**src/rtl/core/bitmap_region_allocator_macros.svh**
```systemverilog
// assertion macros for the bitmap region allocator
`ifndef BITMAP_REGION_ALLOCATOR_MACROS_SVH
`define BITMAP_REGION_ALLOCATOR_MACROS_SVH

`ifndef NO_ASSERTIONS
// same-cycle implication, checked on clk, off while rst_n is low
`define BRA_ASSERT_IMP(lbl, ante, cons, msg) \
  lbl: assert property (@(posedge clk) disable iff (!rst_n) (ante) |-> (cons)) \
    else $error(msg);
// next-cycle implication
`define BRA_ASSERT_NXT(lbl, ante, cons, msg) \
  lbl: assert property (@(posedge clk) disable iff (!rst_n) (ante) |=> (cons)) \
    else $error(msg);
`else
`define BRA_ASSERT_IMP(lbl, ante, cons, msg)
`define BRA_ASSERT_NXT(lbl, ante, cons, msg)
`endif

`endif

```
**src/rtl/core/bra_pkg.sv**
```systemverilog
// types and constants of the bitmap region allocator
package bra_pkg;

  localparam int DEF_BITS      = 256;
  localparam int DEF_WORD_BITS = 8;

  localparam int KIND_W     = 2;
  localparam int POS_W      = 8;
  localparam int SIZE_W     = 9;
  localparam int STATUS_W   = 2;
  localparam int IDX_W      = 10;
  localparam int IN_DATA_W  = 24;
  localparam int OUT_DATA_W = 24;

  localparam logic [SIZE_W-1:0] SIZE_RESET = 9'd256;

  typedef enum logic [KIND_W-1:0] {
    KIND_SET   = 2'd0,
    KIND_CLR   = 2'd1,
    KIND_QRY   = 2'd2,
    KIND_ALLOC = 2'd3
  } kind_t;

  typedef enum logic [STATUS_W-1:0] {
    STS_OK    = 2'd0,
    STS_RANGE = 2'd1,
    STS_NOFIT = 2'd2
  } status_t;

  typedef enum logic [2:0] {
    ST_IDLE,
    ST_CLEAR,
    ST_RESTART,
    ST_WALK,
    ST_FIN
  } state_t;

endpackage

```
**src/rtl/core/bitmap_region_allocator.sv**
```systemverilog
// bitmap region allocator: range set, clear, query and first-fit allocate
//
// requests enter on in_* (tuser = kind, tdata = position, bit_count), one
// result per request leaves on out_* (status, query flags, region start,
// empty, full and free count). cfg_* writes the map size; it is taken at
// any time, clears the map and reloads the free count.
// after reset and after a size write a clearing pass writes zero to every
// map word, one word per cycle, and in_tready stays low.
// the map lives in a single-port-write memory read one word per cycle; a
// shared word unit masks, counts and scans that word. one request at a time:
//   zero length, bounds or free-count rejects: go straight to the finish step
//   set, clear, query: walk the words up to the last word of the range
//   allocate: walk the words until a run fits or the map ends, and when
//             found walk again from word 0 up to the end of the run to mark it
// the result sits in an output register; while it waits on out_tready one
// more request is still taken and worked through, then held in its finish
// step until the register is free
`include "bitmap_region_allocator_macros.svh"

module bitmap_region_allocator import bra_pkg::*; #(
  parameter int BITS      = DEF_BITS,
  parameter int WORD_BITS = DEF_WORD_BITS
) (
  input  logic                  clk,
  input  logic                  rst_n,
  input  logic                  in_tvalid,
  output logic                  in_tready,
  // [7:0] position, [16:8] bit_count, [23:17] zero
  input  logic [IN_DATA_W-1:0]  in_tdata,
  // [1:0] kind
  input  logic [KIND_W-1:0]     in_tuser,
  output logic                  out_tvalid,
  input  logic                  out_tready,
  // [1:0] status, [2] any_set, [3] none_set, [4] all_set, [12:5] region_start,
  // [13] map_empty, [14] map_full, [23:15] free_bits
  output logic [OUT_DATA_W-1:0] out_tdata,
  input  logic                  cfg_valid,
  output logic                  cfg_ready,
  input  logic [SIZE_W-1:0]     cfg_data
);

  localparam int NWORDS = (BITS + WORD_BITS - 1) / WORD_BITS;
  localparam int AW     = (NWORDS > 1) ? $clog2(NWORDS) : 1;
  localparam int CW     = $clog2(WORD_BITS + 1);
  localparam int SZ_CAP = (BITS > 511) ? 511 : BITS;
  localparam logic [AW-1:0] LAST_W = AW'(NWORDS - 1);

  function automatic logic [SIZE_W-1:0] eff_of(input logic [SIZE_W-1:0] v);
    eff_of = (v > SIZE_W'(SZ_CAP)) ? SIZE_W'(SZ_CAP) : v;
  endfunction

  // map storage
  logic [WORD_BITS-1:0] map_mem_r [NWORDS];
  logic [WORD_BITS-1:0] rd_data_r;
  logic                 mem_we;
  logic [AW-1:0]        mem_raddr;
  logic [WORD_BITS-1:0] mem_wdata;

  state_t                state_r, state_nxt;
  kind_t                 kind_r, kind_nxt;
  kind_t                 walk_op_r, walk_op_nxt;
  status_t               status_r, status_nxt;
  logic [SIZE_W-1:0]     size_r, size_nxt;
  logic [SIZE_W-1:0]     free_r, free_nxt;
  logic [SIZE_W-1:0]     cnt_r, cnt_nxt;
  logic [SIZE_W-1:0]     run_r, run_nxt;
  logic [AW-1:0]         w_r, w_nxt;
  logic [IDX_W-1:0]      base_r, base_nxt;
  logic [IDX_W-1:0]      lo_r, lo_nxt;
  logic [IDX_W-1:0]      hi_r, hi_nxt;
  logic [IDX_W-1:0]      start_r, start_nxt;
  logic                  any_r, any_nxt;
  logic                  all_r, all_nxt;
  logic                  out_tvalid_r, out_tvalid_nxt;
  logic [OUT_DATA_W-1:0] out_tdata_r, out_tdata_nxt;

  logic [SIZE_W-1:0] size_eff;
  kind_t             req_kind;
  logic [POS_W-1:0]  req_pos;
  logic [SIZE_W-1:0] req_cnt;
  logic [IDX_W-1:0]  req_end;
  logic              req_walk;
  status_t           req_status;

  logic [WORD_BITS-1:0] in_rng;
  logic [CW-1:0]        pop_set;
  logic [CW-1:0]        pop_clr;
  logic                 hit_any;
  logic                 hit_all;
  logic [SIZE_W-1:0]    run_w;
  logic                 fnd_w;
  logic [IDX_W-1:0]     fst_w;
  logic                 last_word;
  logic                 slot_free;

  assign size_eff  = eff_of(size_r);
  assign req_kind  = kind_t'(in_tuser);
  assign req_pos   = in_tdata[POS_W-1:0];
  assign req_cnt   = in_tdata[POS_W+SIZE_W-1:POS_W];
  assign req_end   = IDX_W'(req_pos) + IDX_W'(req_cnt);
  assign slot_free = !out_tvalid_r || out_tready;
  assign last_word = ((base_r + IDX_W'(WORD_BITS)) >= hi_r) || (w_r == LAST_W);

  // request decode: early rejects never walk the map
  always_comb begin
    req_walk   = 1'b0;
    req_status = STS_OK;
    if (req_cnt == '0) begin
      req_status = STS_RANGE;
    end else if (req_kind == KIND_ALLOC) begin
      req_status = STS_NOFIT;
      req_walk   = (req_cnt <= size_eff);
    end else if (req_end > IDX_W'(size_eff)) begin
      req_status = STS_RANGE;
    end else if (req_kind == KIND_SET && free_r < req_cnt) begin
      req_status = STS_NOFIT;
    end else begin
      req_walk = 1'b1;
    end
  end

  // shared word unit: range mask, changed-bit counts, query flags, run scan
  always_comb begin
    logic [IDX_W-1:0]     bidx;
    logic [WORD_BITS-1:0] set_chg;
    logic [WORD_BITS-1:0] clr_chg;
    logic [SIZE_W-1:0]    run;
    logic                 fnd;
    logic [IDX_W-1:0]     fst;
    for (int j = 0; j < WORD_BITS; j++) begin
      bidx      = base_r + IDX_W'(j);
      in_rng[j] = (bidx >= lo_r) && (bidx < hi_r);
    end
    set_chg = in_rng & ~rd_data_r;
    clr_chg = in_rng & rd_data_r;
    pop_set = '0;
    pop_clr = '0;
    for (int j = 0; j < WORD_BITS; j++) begin
      pop_set = pop_set + CW'(set_chg[j]);
      pop_clr = pop_clr + CW'(clr_chg[j]);
    end
    hit_any = |(rd_data_r & in_rng);
    hit_all = &(rd_data_r | ~in_rng);
    // run length carries across words; stop at the first run that fits
    run = run_r;
    fnd = 1'b0;
    fst = '0;
    for (int j = 0; j < WORD_BITS; j++) begin
      if (!fnd && in_rng[j]) begin
        if (rd_data_r[j]) begin
          run = '0;
        end else begin
          run = run + 1'b1;
          if (run == cnt_r) begin
            fnd = 1'b1;
            fst = base_r + IDX_W'(j) + 1'b1 - IDX_W'(cnt_r);
          end
        end
      end
    end
    run_w = run;
    fnd_w = fnd;
    fst_w = fst;
  end

  // next state
  always_comb begin
    state_nxt = state_r;
    case (state_r)
      ST_IDLE: begin
        if (in_tvalid) begin
          state_nxt = req_walk ? ST_WALK : ST_FIN;
        end
      end
      ST_CLEAR: begin
        if (w_r == LAST_W) begin
          state_nxt = ST_IDLE;
        end
      end
      ST_RESTART: state_nxt = ST_WALK;
      ST_WALK: begin
        if (walk_op_r == KIND_ALLOC && fnd_w) begin
          state_nxt = ST_RESTART;
        end else if (last_word) begin
          state_nxt = ST_FIN;
        end
      end
      ST_FIN: begin
        if (slot_free) begin
          state_nxt = ST_IDLE;
        end
      end
      default: state_nxt = ST_IDLE;
    endcase
    if (cfg_valid) begin
      state_nxt = ST_CLEAR;
    end
  end

  // handshake and memory controls
  always_comb begin
    in_tready = 1'b0;
    mem_we    = 1'b0;
    mem_wdata = '0;
    mem_raddr = '0;
    case (state_r)
      ST_IDLE:  in_tready = 1'b1;
      ST_CLEAR: mem_we = 1'b1;
      ST_WALK: begin
        mem_raddr = (w_r == LAST_W) ? '0 : w_r + 1'b1;
        case (walk_op_r)
          KIND_SET: begin
            mem_we    = 1'b1;
            mem_wdata = rd_data_r | in_rng;
          end
          KIND_CLR: begin
            mem_we    = 1'b1;
            mem_wdata = rd_data_r & ~in_rng;
          end
          default: mem_we = 1'b0;
        endcase
      end
      default: mem_we = 1'b0;
    endcase
  end

  assign cfg_ready = 1'b1;

  // datapath
  always_comb begin
    logic qry_ok;
    logic alloc_ok;
    kind_nxt       = kind_r;
    walk_op_nxt    = walk_op_r;
    status_nxt     = status_r;
    size_nxt       = size_r;
    free_nxt       = free_r;
    cnt_nxt        = cnt_r;
    run_nxt        = run_r;
    w_nxt          = w_r;
    base_nxt       = base_r;
    lo_nxt         = lo_r;
    hi_nxt         = hi_r;
    start_nxt      = start_r;
    any_nxt        = any_r;
    all_nxt        = all_r;
    out_tvalid_nxt = out_tvalid_r && !out_tready;
    out_tdata_nxt  = out_tdata_r;
    qry_ok         = (kind_r == KIND_QRY) && (status_r == STS_OK);
    alloc_ok       = (kind_r == KIND_ALLOC) && (status_r == STS_OK);
    case (state_r)
      ST_IDLE: begin
        if (in_tvalid) begin
          kind_nxt    = req_kind;
          walk_op_nxt = req_kind;
          status_nxt  = req_status;
          cnt_nxt     = req_cnt;
          run_nxt     = '0;
          w_nxt       = '0;
          base_nxt    = '0;
          start_nxt   = '0;
          any_nxt     = 1'b0;
          all_nxt     = 1'b1;
          if (req_kind == KIND_ALLOC) begin
            lo_nxt = '0;
            hi_nxt = IDX_W'(size_eff);
          end else begin
            lo_nxt = IDX_W'(req_pos);
            hi_nxt = req_end;
          end
        end
      end
      ST_CLEAR: begin
        if (w_r != LAST_W) begin
          w_nxt = w_r + 1'b1;
        end
      end
      ST_WALK: begin
        case (walk_op_r)
          KIND_SET: free_nxt = free_r - SIZE_W'(pop_set);
          KIND_CLR: free_nxt = free_r + SIZE_W'(pop_clr);
          KIND_QRY: begin
            any_nxt = any_r | hit_any;
            all_nxt = all_r & hit_all;
          end
          default: run_nxt = run_w;
        endcase
        if (walk_op_r == KIND_ALLOC && fnd_w) begin
          // found: walk again from word 0 and mark the run
          start_nxt   = fst_w;
          lo_nxt      = fst_w;
          hi_nxt      = fst_w + IDX_W'(cnt_r);
          walk_op_nxt = KIND_SET;
          status_nxt  = STS_OK;
          w_nxt       = '0;
          base_nxt    = '0;
        end else if (!last_word) begin
          w_nxt    = w_r + 1'b1;
          base_nxt = base_r + IDX_W'(WORD_BITS);
        end
      end
      ST_FIN: begin
        if (slot_free) begin
          out_tvalid_nxt = 1'b1;
          out_tdata_nxt  = {free_r,
                            free_r == '0,
                            free_r == size_eff,
                            alloc_ok ? start_r[POS_W-1:0] : POS_W'(0),
                            qry_ok && all_r,
                            qry_ok && !any_r,
                            qry_ok && any_r,
                            status_r};
        end
      end
      default: w_nxt = w_r;
    endcase
    if (cfg_valid) begin
      size_nxt = cfg_data;
      free_nxt = eff_of(cfg_data);
      w_nxt    = '0;
    end
  end

  always_ff @(posedge clk) begin
    if (!rst_n) begin
      state_r      <= ST_CLEAR;
      size_r       <= SIZE_RESET;
      free_r       <= eff_of(SIZE_RESET);
      w_r          <= '0;
      out_tvalid_r <= 1'b0;
    end else begin
      state_r      <= state_nxt;
      size_r       <= size_nxt;
      free_r       <= free_nxt;
      w_r          <= w_nxt;
      out_tvalid_r <= out_tvalid_nxt;
    end
  end

  always_ff @(posedge clk) begin
    kind_r      <= kind_nxt;
    walk_op_r   <= walk_op_nxt;
    status_r    <= status_nxt;
    cnt_r       <= cnt_nxt;
    run_r       <= run_nxt;
    base_r      <= base_nxt;
    lo_r        <= lo_nxt;
    hi_r        <= hi_nxt;
    start_r     <= start_nxt;
    any_r       <= any_nxt;
    all_r       <= all_nxt;
    out_tdata_r <= out_tdata_nxt;
  end

  always_ff @(posedge clk) begin
    if (mem_we) begin
      map_mem_r[w_r] <= mem_wdata;
    end
    rd_data_r <= map_mem_r[mem_raddr];
  end

  assign out_tvalid = out_tvalid_r;
  assign out_tdata  = out_tdata_r;

  `BRA_ASSERT_IMP(a_free_in_size, 1'b1, free_r <= size_eff, "free count above map size")
  `BRA_ASSERT_IMP(a_out_from_fin, $rose(out_tvalid_r), $past(state_r) == ST_FIN,
                  "result loaded outside finish state")
  `BRA_ASSERT_IMP(a_walk_in_range, state_r == ST_WALK, base_r < hi_r,
                  "word walk past end of range")
  `BRA_ASSERT_NXT(a_cfg_clears, cfg_valid, state_r == ST_CLEAR,
                  "size write did not start clearing pass")

endmodule
```
**config.mk**
```make
export PLATFORM = sky130hd
export DESIGN_NAME = bitmap_region_allocator
export DESIGN_NICKNAME = d
export VERILOG_FILES = /design/src/rtl/core/bra_pkg.sv /design/src/rtl/core/bitmap_region_allocator.sv
export VERILOG_INCLUDE_DIRS = /design/src /design/src/rtl/core
export SDC_FILE = /design/constraint.sdc
export NUM_CORES = 1
export LEC_CHECK = 0
export ABC_AREA = 1
export BUFFER_PORTS_ARGS = -buffer_cell sky130_fd_sc_hd__buf_2
export CAP_MARGIN = 20
export CORE_AREA = 8 8 265 267
export DETAILED_ROUTE_END_ITERATION = 12
export DIE_AREA = 0 0 273 275
export GPL_TIMING_DRIVEN = 0
export PLACE_DENSITY_LB_ADDON = 0.25
export SKIP_LAST_GASP = 1
export SYNTH_ARGS = -nofsm -noshare
export SYNTH_HDL_FRONTEND = slang
export SYNTH_SLANG_ARGS = --single-unit
```
**constraint.sdc**
```tcl
create_clock -name clk -period 8.9 [get_ports clk]
set_input_delay 1.335 -clock clk [delete_from_list [all_inputs] [get_ports clk]]
set_output_delay 1.335 -clock clk [all_outputs]
set_load 0.01 [all_outputs]
```
Yosys cells after proc, flatten, opt, wreduce, memory -nomap -nowiden
Memory sizes are Yosys's and may differ from the RTL's. A register that Yosys moved wholly into a read port is not among the register bits. Index checks and enable logic that the tools add are counted.

Register bits after elaboration: 115. Bits in writable memories: 256. Input bits: 40. Output and inout bits: 27. Logic and storage cells: 317. Memories kept: 1.

Memories: map_mem_r (depth 32, width 8, read ports 1, clocked after memory_dff 1, write ports 1, RTL line bitmap_region_allocator.sv:53) `logic [WORD_BITS-1:0] map_mem_r [NWORDS];`.

Add/subtract/negate cells: 50. Magnitude comparators: 22. Eq/ne operators: 30. Multiplexer cells: 127. Bitwise logic cells: 10. Reduce and logical (&&, ||, !) cells: 59.

Operators with widths (number): $mux 10 (32); $mux 9 (22); $ge 10x10->1 (9); $eq 9x9->1 (9); $add 10x1->10 const B (8); $lt 10x10->1 (8); $sub 10x9->10 (8); $add 9x1->9 const B (8); $pmux 10 s2 (3); $add 10x3->10 const B (4); $mux 1 (38); $pmux 9 s2 (2); $add 4x1->4 (8); $pmux 8 s2 (2); $mux 5 (6); $and 8x8->8 (3); $logic_and 1x1->1 (23); $add 10x2->10 const B (2); $gt 9x9->1 const B (2); $logic_not 9->1 (2); $mux 3 (6); $mux 8 (2); $not 8->8 (2); $or 8x8->8 (2); other kinds (43) (87).

Longest topological paths before layout
Word-level depth: 35. Gate-level depth with buffers: 82. Depth with buffers taken out: 80.

Least setup slack after synthesis
No wires, ideal clock.

Path kind: register -> register. From: register base_r[9]. To: register hi_r[8], data pin. Library setup time: 272 ps. Arrival: 8812 ps. Data required time: 8628 ps. Setup slack: -184 ps. Cell stages (with the launch flop): 76. Path buffers: 3. Clock period less this slack: 9084 ps. Cell sequence: edfxtp_1 > ha_1 > nand2_1 > inv_1 > a21oi_2 > nand3_2 > buf_4 > nand3_1 > nand2_2 > ha_1 > nand3b_1 > nand2_1 > xor2_1 > inv_1 > nand3_1 > nor2_2 > nand3_4 > nand3_2 > [40 not listed] > nor2_1 > nor2_1 > ha_1 > inv_1 > fa_1 > inv_1 > nand3_1 > nand2_1 > nand2_1 > inv_1 > nor2_1 > o21ai_0 > and2_1 > o21ai_0 > nand2_1 > xor2_1 > nand2_1 > o221ai_1.

Cells in the longest elaborated chain, start to end: 35. Elaborated cells between the ends (all ways): 116. Classes of those cells: add/sub (15); order compare (16); eq/ne (7); mux (56); reduce/logical (22).

RTL lines: start, declared (RTL line bitmap_region_allocator.sv:68) `logic [IDX_W-1:0] base_r, base_nxt;`; start signal, assigned (RTL line bitmap_region_allocator.sv:346) `base_r <= base_nxt;`; parallel branches: the longest is 31 deep, another holds $ge 10x10->1; $mux 10 * (RTL line bitmap_region_allocator.sv:149) `if (!fnd && in_rng[j]) begin`; named net fst_w[0] (RTL line bitmap_region_allocator.sv:92) `logic [IDX_W-1:0] fst_w;`; $add 10x9->10 * (RTL line bitmap_region_allocator.sv:292) `hi_nxt = fst_w + IDX_W'(cnt_r);`; $mux 10 * (RTL line bitmap_region_allocator.sv:288) `if (walk_op_r == KIND_ALLOC && fnd_w) begin`; $pmux 10 s2 * (RTL line bitmap_region_allocator.sv:251) `case (state_r)`; named net hi_nxt[8] (RTL line bitmap_region_allocator.sv:70) `logic [IDX_W-1:0] hi_r, hi_nxt;`; end signal, assigned (RTL line bitmap_region_allocator.sv:348) `hi_r <= hi_nxt;`; end, declared (RTL line bitmap_region_allocator.sv:70).

Mark *: on every way through the listed nets, which the timed path passes. The select of a mux whose other input is x is not followed. A chain may end at the register's enable or synchronous reset.

Worst setup path after layout
From: register base_r[7]. To: register hi_r[8], data pin.

Same word-level chain as after synthesis.

==> results.md <==
- Worst VDD drop: 0.0001578 V
- Mapped cell area: 24,790 um^2
- GRT Total Usage: between 20 and 25%
- Final wirelength: around 80 mm
- M1 wire length: 35.25 mm
- CTS buffer count: 38
- Metal3 WL: slightly below 5 mm
- Starting density of the core: 37.38%
- Core Rows: 95
- Synth Area in Adders: ~7.7%
- Failing checks: negative setup slack
- Syn_area_per_cell: slightly below 9 um^2
- Top Family by Delay on Critical Path: simple AND/OR/NAND/NOR gates
- Register area share after synthesis: 44.13%
- Crit path DAT: 10.11 ns
- Fin crit share: 109.4%
- RSZ-0062 raised after global routing: yes
- F_max: 102.7 MHz
- Req. time, crit path: ~9.3 ns
- Comb pwr share: under 10%
- # setup viols final: 9
- Reg power frac: 47.8%
- Met2 Routed Length: 38.15 mm
- MaxCap Viol Count: 0
- Gate count after technology mapping: 2,855
- #FFs+latches synth: 376
- Mapped Nets: 3,033
- Rel. slew slack: roughly 23%
- Switching pwr: 908.3 uW
- Largest fanout on the critical path: 10
- Core area: around 66,000 um^2
- Area of the die: 75,080 um^2
- CP bufs+invs: 6
- Post-synthesis mux area share: less than 1%
- RePlAce Congestion: 0.9325
- Area grow syn2layout: 20.12%
- Post-route antenna net violation count: 0
- Power per cell area: 136.0 nW/um^2
- LEAKAGE: 0.01175 uW
- Skew final: 0.02857 ns
- Main synth FF type: edfxtp_1
- Slowest cell delay on critical path: 0.52 ns
- Clock Pin Slew Worst Setup and Hold Paths: 0.06 ns
- # DRC: 0
- Pin count of the biggest net entering global routing: 33
- Layout Utilization: 44.90%
- Finished layout cell area: 29,780 um^2
- Fin crit period: roughly 9.7 ns
- Initial antenna violation count: 0
- CP endpoint kind: register
- Setup Crit Path Kind: register to register
- Final Hold Viols: 0
- Port bufs: 58
- Share of cells above drive strength 1: a little under a fifth
- Worst-Skew Late Latency: around 0.57 ns
- Initial DRC Count: 1,979
- Post-synth EDFFs: 341
- Synth warn: 0
- Slowest-stage cell, CP: edfxtp_1
- First-pass GRT wire length: 122.3 mm
- Num ports: between 60 and 70
- Vias in the first global route: 20,658
- Avg Vias per Cell: approximately 5.5
- CTS tree: yes
- Chip height: between 200 and 300 um
- Main combinational cell family by area after synthesis: simple AND/OR/NAND/NOR gates
- H-Tree Depth: 2
- Setup WS pre-CTS: -1.800 ns
- Global route overflow: 0
- # diodes: 0
- DR pass1 iterations: 8
- Vias: about 22,000
- Status: complete, but fails checks
- Worst Slack Setup Final: -0.8400 ns
- Most common cell on crit path: nand2_1
- Root Driver: clkbuf_16
- Nets: 3,260
- Max Used Layer: met4
- Simple-gate share of the synthesized area: 24.09%
- FILL cells: 6,402
- HPWL Detailed: ~59 mm
- Int Power: 3141 uW
- Hold/Removal Path Class: register to register
- Max Root-Sink Buffers: 3
- Least-Margin Pin Slew: between 1 and 1.5 ns
- Worst setup SP type: register
- Area after detailed placement: 26,650 um^2
- Unique masters post-synth: 77
- Clock Sinks: 376
- Compound-Gate Fraction of Synth Area: 13.61%
- Pwr Total: 4049 uW
- Die extent in x: around 270 um
- Async SR Flop Fraction: 0%
- Hold slack: 0.4793 ns
- Sw frac: ~22%
- Drt wl/cell: 20.27 um
- Clk pwr share: a little under half
- Synth Area in XOR/XNOR: 3.165%
- Fin. max-slew vios: 0
## final cells by class
class                      count  area [um^2]  share of cell area, %
buffer                        93        524.3                  1.761
clock buffer                  42        965.9                  3.244
clock inverter                27        454.2                  1.525
inverter                     340         1289                  4.328
multi-input combinational   2046        13060                  43.86
sequential                   376        10940                  36.74
tap                          873         1092                  3.668
timing repair buffer         187         1453                  4.878
## worst paths after layout
kind                                              start                       to  slack [ns]  cells past startpoint
worst max-delay path            base_r[7]$_SDFFCE_PP0P_        hi_r[8]$_DFFE_PP_       -0.84                     69
worst min-delay path             free_r[4]$_SDFFE_PN0P_  out_tdata[19]$_DFFE_PP_        0.48                      0
worst max register to register  base_r[7]$_SDFFCE_PP0P_        hi_r[8]$_DFFE_PP_       -0.84                     69
worst min register to register   free_r[4]$_SDFFE_PN0P_  out_tdata[19]$_DFFE_PP_        0.48                      0
## logic make-up after synthesis
family	Yosys count
AOI/OAI and AO/OA	517
xor gates and xnor gates	88
adders and majority gates	138
buffers and inverters	433
DFF	376
muxes	3
other	1
and+or+nand+nor	1299
## synthesized netlist by cell type, types with 12 or more instances
library cell | number | area share [%]
nor2_4 | 13 | 0.59
clkbuf_1 | 64 | 0.97
nand2_2 | 52 | 1.3
o21bai_1 | 36 | 1.1
fa_1 | 24 | 1.9
nor2_1 | 378 | 5.7
nand2_1 | 522 | 7.9
ha_1 | 114 | 5.8
o311ai_0 | 36 | 1.3
nand2_4 | 15 | 0.68
inv_2 | 24 | 0.36
nand4_1 | 52 | 1.3
a31oi_1 | 18 | 0.45
xnor2_1 | 17 | 0.60
inv_1 | 304 | 4.6
o211ai_1 | 41 | 1.2
xor2_1 | 70 | 2.5
o21ai_0 | 173 | 3.5
nand3_1 | 185 | 3.7
dfxtp_1 | 35 | 2.8
nand3_2 | 12 | 0.48
a21oi_1 | 83 | 1.7
o21ai_1 | 17 | 0.34
edfxtp_1 | 341 | 41
o32ai_1 | 33 | 1.2
## stage by stage
stage / cells / setup TNS [ns]
floorplan: 2855 / 0
global placement: 3786 / -52.08
detailed placement: 3797 / -37.38
CTS: 3942 / -3.054
global route: 3984 / -9.500
finish: 3984 / -4.410
## repair_timing
action | 4_1_cts | 5_1_grt
endpoints found under the setup margin | 79 | 80
resized for setup | 98 | 81
hold buffers | 0 | 0
pin swaps | 80 | 86
setup buffers | 76 | 42
## sequential cells by signal, summed over array words and instances (netlist names)
register,flops
map_mem_r,256
out_tdata,24
hi_r,10
lo_r,10
cnt_r,9
free_r,9
run_r,9
size_r,9
rd_data_r,8
start_r,8
base_r,7
w_r,5
state_r,3
kind_r,2
status_r,2
walk_op_r,2
all_r,1
any_r,1
out_tvalid,1
## power groups by stage
stage	clock network [uW]	registers [uW]	logic (uW)
global placement	0	1970	265
floorplan	0	1970	191
global route	1920	1940	314
CTS	1860	1930	277
finish	1830	1940	283
detailed placement	0	1970	270
## cell usage in the layout, fill, tap and decap left out, drive strengths merged, types with 12 or more instances in the layout
cell / synthesis / routed
nand3: 201 / 201
nand4: 60 / 60
inv: 331 / 333
o21ai: 205 / 205
xor2: 70 / 70
o21bai: 37 / 37
a21oi: 85 / 85
nor2: 399 / 399
dfxtp: 35 / 35
edfxtp: 341 / 341
fa: 24 / 24
buf: 27 / 213
o32ai: 33 / 33
nor3: 12 / 12
clkinv: 9 / 21
o211ai: 42 / 42
nand2: 589 / 589
xnor2: 17 / 17
clkbuf: 66 / 109
ha: 114 / 114
o311ai: 36 / 36
a31oi: 19 / 19
## per-layer routing
| metal | GRT usage [%] | up-vias |
|---|---|---|
| met5 | 0 | - |
| met4 | 6.245 | 0 |
| met3 | 2.511 | 140 |
| met2 | 34.49 | 752 |
| met1 | 28.03 | 10532 |
| li1 | - | 10290 |
(Power assumes the default switching activity.)
